File: config.mk
export PLATFORM = sky130hd
export DESIGN_NAME = stack_with_range_delete_core
export DESIGN_NICKNAME = d
export VERILOG_FILES = /design/src/hw/rtl/swrd_pkg.sv /design/src/hw/rtl/swrd_dpath.sv /design/src/hw/rtl/swrd_ctrl.sv /design/src/hw/rtl/stack_with_range_delete_core.sv
export VERILOG_INCLUDE_DIRS = /design/src /design/src/hw/rtl
export SDC_FILE = /design/constraint.sdc
export NUM_CORES = 2
export LEC_CHECK = 0
export BUFFER_PORTS_ARGS = -buffer_cell sky130_fd_sc_hd__buf_2
export CORE_ASPECT_RATIO = 1.1
export CORE_UTILIZATION = 30
export CTS_CLUSTER_SIZE = 8
export DETAILED_ROUTE_END_ITERATION = 12
export PLACE_DENSITY = 0.44
export SYNTH_ARGS = -nofsm -noshare
export SYNTH_HDL_FRONTEND = slang
export SYNTH_SLANG_ARGS = --single-unit
File: constraint.sdc
create_clock -name i_clk -period 9.5 [get_ports i_clk]
set_input_delay 0 -clock i_clk [delete_from_list [all_inputs] [get_ports i_clk]]
set_output_delay 0 -clock i_clk [all_outputs]
set_load 0.1 [all_outputs]
File: src/hw/rtl/assert_macros.svh
// ----------------------------------------------------------------------------
// Assertion macros
// Shared concurrent assertion forms for the stack core modules.
// ----------------------------------------------------------------------------
`ifndef ASSERT_MACROS_SVH
`define ASSERT_MACROS_SVH

// Check a property at every rising clock edge outside reset.
`define ASSERT_AT(label, clk, rst_n, prop) \
    label: assert property (@(posedge clk) disable iff (!rst_n) (prop)) \
        else $error("assertion failed");

// Check that a condition implies a consequence in the same cycle.
`define ASSERT_IMPLIES(label, clk, rst_n, ante, cons) \
    `ASSERT_AT(label, clk, rst_n, (ante) |-> (cons))

// Check that a condition implies a consequence in the next cycle.
`define ASSERT_NEXT(label, clk, rst_n, ante, cons) \
    `ASSERT_AT(label, clk, rst_n, (ante) |=> (cons))

`endif

File: src/hw/rtl/swrd_pkg.sv
// ----------------------------------------------------------------------------
// swrd_pkg
// Types, codes and defaults shared by the stack-with-range-delete modules.
// ----------------------------------------------------------------------------
`default_nettype none

package swrd_pkg;

    localparam int DEPTH_DEFAULT = 64;

    localparam logic [1:0] CMD_PUSH = 2'd0;
    localparam logic [1:0] CMD_POP  = 2'd1;
    localparam logic [1:0] CMD_DEL  = 2'd2;

    localparam logic [1:0] STAT_OK    = 2'd0;
    localparam logic [1:0] STAT_EMPTY = 2'd1;
    localparam logic [1:0] STAT_FULL  = 2'd2;

    typedef struct packed {
        logic [1:0]         command;
        logic signed [31:0] value;
        logic signed [31:0] range_low;
        logic signed [31:0] range_high;
    } t_in_item;

    typedef struct packed {
        logic signed [31:0] popped_value;
        logic [1:0]         status;
        logic [6:0]         entry_count;
        logic [6:0]         removed_count;
    } t_out_item;

    typedef struct packed {
        logic accept;
        logic res_load;
        logic pop_load;
        logic del_step;
        logic del_finish;
    } t_dp_ctl;

    typedef struct packed {
        logic empty;
        logic del_done;
    } t_dp_stat;

endpackage

`default_nettype wire

File: src/hw/rtl/swrd_dpath.sv
// ----------------------------------------------------------------------------
// swrd_dpath
// Entry memory, count, delete-range walk pointers and result register.
// ----------------------------------------------------------------------------
`default_nettype none

`include "assert_macros.svh"

module swrd_dpath #(
    parameter int DEPTH = swrd_pkg::DEPTH_DEFAULT
) (
    input  wire logic                i_clk,
    input  wire logic                i_rst_n,
    input  wire swrd_pkg::t_in_item  i_in_data,
    input  wire swrd_pkg::t_dp_ctl   i_ctl,
    output swrd_pkg::t_dp_stat       o_stat,
    output swrd_pkg::t_out_item      o_out_data
);

    localparam int AW = $clog2(DEPTH);
    localparam int CW = $clog2(DEPTH + 1);
    localparam logic [CW-1:0] DEPTH_C = CW'(DEPTH);

    logic signed [31:0] mem [DEPTH];

    logic [CW-1:0]      r_count;
    logic [CW-1:0]      r_rd;
    logic [CW-1:0]      r_wr;
    logic [CW-1:0]      r_removed;
    logic               r_rvalid;
    logic signed [31:0] r_lo;
    logic signed [31:0] r_hi;
    logic signed [31:0] r_rdata;
    swrd_pkg::t_out_item r_out;

    logic               s_full;
    logic               s_empty;
    logic               s_rd_more;
    logic               s_in_range;
    logic [CW-1:0]      s_count_dec;
    logic [AW-1:0]      s_rd_addr;
    logic               s_we;
    logic [AW-1:0]      s_waddr;
    logic signed [31:0] s_wdata;
    logic               s_is_push;
    logic               s_is_pop;
    logic               s_is_del;
    swrd_pkg::t_out_item n_out;

    assign s_full      = (r_count == DEPTH_C);
    assign s_empty     = (r_count == '0);
    assign s_rd_more   = (r_rd < r_count);
    assign s_in_range  = (r_lo <= r_rdata) && (r_rdata <= r_hi);
    assign s_count_dec = r_count - 1'b1;
    assign s_is_push   = (i_in_data.command == swrd_pkg::CMD_PUSH);
    assign s_is_pop    = (i_in_data.command == swrd_pkg::CMD_POP);
    assign s_is_del    = (i_in_data.command == swrd_pkg::CMD_DEL);

    assign o_stat.empty    = s_empty;
    assign o_stat.del_done = !s_rd_more && !r_rvalid;
    assign o_out_data      = r_out;

    always_comb begin
        s_rd_addr = r_rd[AW-1:0];
        if (i_ctl.accept) begin
            s_rd_addr = s_count_dec[AW-1:0];
        end
    end

    always_comb begin
        s_we    = 1'b0;
        s_waddr = r_wr[AW-1:0];
        s_wdata = r_rdata;
        if (i_ctl.accept && s_is_push && !s_full) begin
            s_we    = 1'b1;
            s_waddr = r_count[AW-1:0];
            s_wdata = i_in_data.value;
        end else if (i_ctl.del_step && r_rvalid && !s_in_range) begin
            s_we = 1'b1;
        end
    end

    always_ff @(posedge i_clk) begin
        if (s_we) begin
            mem[s_waddr] <= s_wdata;
        end
        r_rdata <= mem[s_rd_addr];
        if (i_ctl.accept && s_is_del) begin
            r_lo <= i_in_data.range_low;
            r_hi <= i_in_data.range_high;
        end
    end

    always_ff @(posedge i_clk) begin
        if (!i_rst_n) begin
            r_count   <= '0;
            r_rd      <= '0;
            r_wr      <= '0;
            r_removed <= '0;
            r_rvalid  <= 1'b0;
        end else begin
            if (i_ctl.accept) begin
                if (s_is_push && !s_full) begin
                    r_count <= r_count + 1'b1;
                end else if (s_is_pop && !s_empty) begin
                    r_count <= s_count_dec;
                end
                if (s_is_del) begin
                    r_rd      <= '0;
                    r_wr      <= '0;
                    r_removed <= '0;
                    r_rvalid  <= 1'b0;
                end
            end
            if (i_ctl.del_step) begin
                if (s_rd_more) begin
                    r_rd <= r_rd + 1'b1;
                end
                r_rvalid <= s_rd_more;
                if (r_rvalid) begin
                    if (s_in_range) begin
                        r_removed <= r_removed + 1'b1;
                    end else begin
                        r_wr <= r_wr + 1'b1;
                    end
                end
            end
            if (i_ctl.del_finish) begin
                r_count <= r_wr;
            end
        end
    end

    always_comb begin
        n_out.popped_value  = '0;
        n_out.status        = swrd_pkg::STAT_OK;
        n_out.entry_count   = 7'(r_count);
        n_out.removed_count = '0;
        if (i_ctl.accept) begin
            if (s_is_push) begin
                if (s_full) begin
                    n_out.status = swrd_pkg::STAT_FULL;
                end else begin
                    n_out.entry_count = 7'(r_count + 1'b1);
                end
            end else if (s_is_pop) begin
                n_out.status = swrd_pkg::STAT_EMPTY;
            end
        end else if (i_ctl.pop_load) begin
            n_out.popped_value = r_rdata;
        end else if (i_ctl.del_finish) begin
            n_out.entry_count   = 7'(r_wr);
            n_out.removed_count = 7'(r_removed);
        end
    end

    always_ff @(posedge i_clk) begin
        if (i_ctl.res_load) begin
            r_out <= n_out;
        end
    end

    `ASSERT_AT(a_wr_behind_rd, i_clk, i_rst_n, (r_wr <= r_rd) && (r_count <= DEPTH_C))
    `ASSERT_NEXT(a_push_grows, i_clk, i_rst_n, i_ctl.accept && s_is_push && !s_full, r_count == $past(r_count) + 1'b1)
    `ASSERT_IMPLIES(a_del_balance, i_clk, i_rst_n, i_ctl.del_finish, r_wr + r_removed == r_count)

endmodule

`default_nettype wire

File: src/hw/rtl/swrd_ctrl.sv
// ----------------------------------------------------------------------------
// swrd_ctrl
// Command sequencer: handshakes, pop read wait and delete-range walk.
// ----------------------------------------------------------------------------
`default_nettype none

`include "assert_macros.svh"

module swrd_ctrl (
    input  wire logic               i_clk,
    input  wire logic               i_rst_n,
    input  wire logic               i_in_valid,
    output logic                    o_in_ready,
    input  wire logic [1:0]         i_command,
    output logic                    o_out_valid,
    input  wire logic               i_out_ready,
    input  wire swrd_pkg::t_dp_stat i_stat,
    output swrd_pkg::t_dp_ctl       o_ctl
);

    typedef enum logic [2:0] {
        ST_IDLE = 3'b001,
        ST_POP  = 3'b010,
        ST_DEL  = 3'b100
    } t_state;

    t_state r_state;
    t_state n_state;
    logic   r_out_valid;
    logic   s_accept;

    assign o_in_ready  = (r_state == ST_IDLE) && (!r_out_valid || i_out_ready);
    assign s_accept    = i_in_valid && o_in_ready;
    assign o_out_valid = r_out_valid;

    always_comb begin
        n_state = r_state;
        o_ctl   = '0;
        unique case (r_state)
            ST_IDLE: begin
                if (s_accept) begin
                    o_ctl.accept = 1'b1;
                    unique case (i_command)
                        swrd_pkg::CMD_POP: begin
                            if (i_stat.empty) begin
                                o_ctl.res_load = 1'b1;
                            end else begin
                                n_state = ST_POP;
                            end
                        end
                        swrd_pkg::CMD_DEL: begin
                            n_state = ST_DEL;
                        end
                        default: begin
                            o_ctl.res_load = 1'b1;
                        end
                    endcase
                end
            end
            ST_POP: begin
                o_ctl.pop_load = 1'b1;
                o_ctl.res_load = 1'b1;
                n_state        = ST_IDLE;
            end
            ST_DEL: begin
                if (i_stat.del_done) begin
                    o_ctl.del_finish = 1'b1;
                    o_ctl.res_load   = 1'b1;
                    n_state          = ST_IDLE;
                end else begin
                    o_ctl.del_step = 1'b1;
                end
            end
            default: begin
                n_state = ST_IDLE;
            end
        endcase
    end

    always_ff @(posedge i_clk) begin
        if (!i_rst_n) begin
            r_state     <= ST_IDLE;
            r_out_valid <= 1'b0;
        end else begin
            r_state <= n_state;
            if (o_ctl.res_load) begin
                r_out_valid <= 1'b1;
            end else if (i_out_ready) begin
                r_out_valid <= 1'b0;
            end
        end
    end

    `ASSERT_NEXT(a_pop_waits, i_clk, i_rst_n, s_accept && (i_command == swrd_pkg::CMD_POP) && !i_stat.empty, r_state == ST_POP)

endmodule

`default_nettype wire

File: src/hw/rtl/stack_with_range_delete_core.sv
// ----------------------------------------------------------------------------
// stack_with_range_delete_core
// Bounded LIFO of signed 32-bit values with push, pop and delete-range.
// ----------------------------------------------------------------------------
// Each command returns one result item with the new count. Push, an empty
// pop and the unused command code finish in the accept cycle; a pop passes
// through ST_POP for the registered read of the top entry; delete-range
// passes through ST_DEL, walking the stored entries through the single
// read port of the entry memory and writing the kept ones back down
// through its write port. One command is in work at a time; the next
// item is taken as soon as the result register is free or being drained. No
// clearing pass follows reset: entries above the count are never used.
`default_nettype none

module stack_with_range_delete_core #(
    parameter int DEPTH = swrd_pkg::DEPTH_DEFAULT
) (
    input  wire logic                i_clk,
    input  wire logic                i_rst_n,
    input  wire logic                i_in_valid,
    output logic                     o_in_ready,
    input  wire swrd_pkg::t_in_item  i_in_data,
    output logic                     o_out_valid,
    input  wire logic                i_out_ready,
    output swrd_pkg::t_out_item      o_out_data
);

    swrd_pkg::t_dp_ctl  s_ctl;
    swrd_pkg::t_dp_stat s_stat;

    swrd_ctrl u_ctrl (
        .i_clk       (i_clk),
        .i_rst_n     (i_rst_n),
        .i_in_valid  (i_in_valid),
        .o_in_ready  (o_in_ready),
        .i_command   (i_in_data.command),
        .o_out_valid (o_out_valid),
        .i_out_ready (i_out_ready),
        .i_stat      (s_stat),
        .o_ctl       (s_ctl)
    );

    swrd_dpath #(
        .DEPTH (DEPTH)
    ) u_dpath (
        .i_clk      (i_clk),
        .i_rst_n    (i_rst_n),
        .i_in_data  (i_in_data),
        .i_ctl      (s_ctl),
        .o_stat     (s_stat),
        .o_out_data (o_out_data)
    );

endmodule

`default_nettype wire
==> metrics.cfg <==
[placed_design]
io_buffers=151
dpl_worst_slack_ps=3550
dpl.hpwl_um=179000
gp_congestion=0.824

[yosys]
synth_edf_count=2160
synth_cell_types=76
yosysWarnings=0
synth_ff_type=edfxtp_1
syn_area_per_cell_um2=16.9
ys_seq_area_frac=0.747
syn_area_um2=88500
yosysTopAreaCell=edfxtp_1
synth_fp_nets=5426
synth-seq-cells=2225
ys_top_cells_by_area=edfxtp_1, mux4_2, nand2_1, mux2i_1, dfxtp_1
synth_cells=5249
async_reset_ff_frac=0
synth_top_area_share=0.733

[setup_path]
cp.depth=10
cp-endpoint=u_dpath.r_rdata[4]
critPathLaunchType=flip-flop
regToRegSetupSlack_ps=3540
crit_family=compound AO/OA/AOI/OAI gates
required_ps=10050
rr_startpoint=u_ctrl.r_state[0]
reg2regPathDepth=10
crit_slowest_cell=buf_4
worst-path-buf-inv=2
critPathLaunch=u_ctrl.r_state[0]
worst-path-max-fanout=46
worstPathCellList=or3b_1 -> or3_1 -> mux2i_4 -> buf_4 -> buf_4 -> mux4_2 -> a22oi_1 -> nand2_1 -> a22oi_1 -> o31ai_1
cpPeakStageDelay_ps=870
reg2reg_to=u_dpath.r_rdata[4]
critPathKind=flip-flop to flip-flop
endpoint_kind=flip-flop
critPathArrivalTime_ps=6510

[layout]
nets=5935
area_growth_pct=18.6
postLayoutCoreUtil=0.359
layout-drive-gt1-share=0.181
nFillCells=27500

[sta]
rsz0062_at_grt=no
finalHoldViolCount=0
worst_pin_slew_ps=1360
fmax_mhz=168
fin_setup_tns_ps=0
skew_ps=60.1
slew_headroom=0.0812
maxSlewViolCount=0
period_minus_slack_ps=5960
setup_viol=0
worst_slack_ps=3540
fin_crit_sh=0.627

[flow_run]
drv_cap=0

[grt]
antenna_found_initial=32
grtUsageTotal=0.199
overflow=0
grt_pass1_wl_um=417000
grt_max_degree=108
grt_pass1_vias=51500

[clock_tree]
clk_pin_slew_ps=60
cts-root-buf=clkbuf_16
cts_tree=done
clock-sinks=2225
cts_inserted_buffers=320
post_cts_buffers=0
cts_max_level=5
clockBufferDepth=4
clk_latency_ps=860

[run_status]
outcome=finished, final reports clean

[power_and_ir_drop]
comb_power_share=0.286
intPower_uw=20600
p_seq_frac=0.389
p_clk_frac=0.325
vdd_drop_max_v=0.000248
p_leak_uw=0.0349
switching_share=0.347
p_sw_uw=10900
cellPowerDensity_nw_per_um2=300

[floorplan]
die_y_um=572
fp-row-count=208
fp.dieW_um=520
core-area_um2=293000
die-area_um2=297000
initial_core_util=0.302
io_pins=152

[detailed_routing]
wl_per_cell_um=30.9
vias=51200
antenna_left=0
drt_wl_total_um=301000
dr.pass1.iters=6
via_per_inst=5.25
post-route-drc-count=0
drt_first_iter_violations=5247

[worst_hold_path]
whs_path_depth=4
hold_path_class=input port to flip-flop

==> state kept, by name (all words and copies together) (netlist names) <==
signal	flops
u_dpath.mem	2048
u_dpath.o_out_data	48
u_dpath.r_hi	32
u_dpath.r_lo	32
u_dpath.r_rdata	32
u_dpath.r_count	7
u_dpath.r_rd	7
u_dpath.r_removed	7
u_dpath.r_wr	7
u_ctrl.r_state	3
u_ctrl.o_out_valid	1
u_dpath.r_rvalid	1
==> worst min-delay path by stage <==
stage | slack [ps] | endpoint | start
after detailed placement | 180 | u_dpath.r_lo[27] | i_in_data[59]
final | 20 | u_dpath.mem[44][13] | i_in_data[77]
after CTS | 7 | u_dpath.mem[39][17] | i_in_data[81]
after global placement | 180 | u_dpath.r_lo[24] | i_in_data[56]
after global routing | 50 | u_dpath.mem[44][18] | i_in_data[82]
after floorplan | 100 | u_dpath.r_hi[0] | i_in_data[0]
==> cells in the mapped netlist, types with 6 or more instances <==
cell	count
buf_2	69
buf_1	19
o21ai_1	6
inv_1	82
mux4_2	253
or3b_1	6
nand4_1	49
buf_12	11
nor3_1	106
a32oi_1	8
o211ai_1	8
buf_6	16
o31ai_1	23
mux4_1	24
and2_1	13
o32ai_1	9
nand2b_1	32
a2111oi_0	8
a2111o_1	13
buf_4	65
a31oi_1	10
a222oi_1	8
o22ai_1	51
edfxtp_1	2160
or3_1	11
a21o_1	27
mux2i_1	243
nand2_1	694
a211oi_1	9
o32a_1	12
clkbuf_1	101
dfxtp_1	65
nor4_1	31
a21oi_1	252
o21a_1	13
o221ai_1	74
ha_1	75
xnor2_1	7
nor2_1	176
or4_1	14
a22oi_1	25
nand3_1	129
nor2b_1	7
and3_1	17
o21ai_0	154
==> power groups by stage <==
stage	Combinational, µW	Clock, µW	Sequential (µW)
2_1_floorplan	4560	0	12800
3_3_place_gp	8990	0	12400
3_5_place_dp	9000	0	12400
4_1_cts	9060	10400	12300
5_1_grt	9460	10800	12300
6_report	9000	10200	12300
==> cell families (layout without fill, tap and decap cells) <==
group,Yosys count,in the layout,share of synthesized area
adders and majority gates,75,75,0.0106
AOI/OAI and AO/OA,748,748,0.0542
xor gates and xnor gates,8,8,0.000791
buffers and inverters,365,970,0.0226
and+or+nand+nor,1305,1305,0.0651
muxes,523,523,0.0995
other,0,18,0
DFF,2225,2225,0.747
==> per-layer routing <==
layer	track usage	vias up	part of all wire
met1	0.268	27200	0.43
li1	-	21700	-
met4	0.0559	10	0.026
met5	0	-	0.00023
met3	0.0315	381	0.063
met2	0.333	1933	0.48
==> placed cells by master, fill, tap and decap left out, drive strengths merged, types with 49 or more instances in the layout <==
cell type    netlist  routed
nor3             107     107
nand4             49      49
mux2i            244     244
dfxtp             65      65
nand2            694     694
dlygate4sd3        0     136
ha                75      75
o21ai            160     160
mux4             277     277
o221ai            74      74
edfxtp          2160    2160
a21oi            252     252
clkbuf           101     403
buf              180     332
nor2             176     176
nand3            129     129
inv               82      91
o22ai             51      51
==> what timing repair did <==
item,in CTS,in global routing
gates resized for setup,0,0
hold buffers,136,0
hold endpoints to repair,121,0
endpoints found under the setup margin,0,0
==> tightest hold or removal path: cells and delay by family <==
kind / cells / cell delay [ps]
buffers and inverters: 2 / 420
and+or+nand+nor: 1 / 90
AOI/OAI and AO/OA: 1 / 60
==> area by class of cell <==
| cell class | count | area (µm²) | area share |
|---|---|---|---|
| antenna | 18 | 45.0 | 0.000429 |
| clock buffer | 403 | 8450 | 0.0804 |
| clock inverter | 15 | 198 | 0.00188 |
| inverter | 84 | 315 | 0.00300 |
| multi-input combinational | 2659 | 21400 | 0.204 |
| sequential | 2225 | 66200 | 0.630 |
| tap | 3885 | 4860 | 0.0463 |
| timing repair buffer | 468 | 3580 | 0.0341 |
==> metrics by stage <==
step | cells | total power [µW] | hold WS [ps] | instance area, µm²
4_1_cts | 9739 | 31800 | 7.10 | 105000
6_report | 9757 | 31500 | 20.1 | 105000
3_3_place_gp | 9182 | 21400 | 180 | 94900
2_1_floorplan | 5249 | 17400 | 98.9 | 88500
5_1_grt | 9751 | 32500 | 53.0 | 105000
3_5_place_dp | 9185 | 21400 | 178 | 95000
Power figures use the tool's default switching activity.
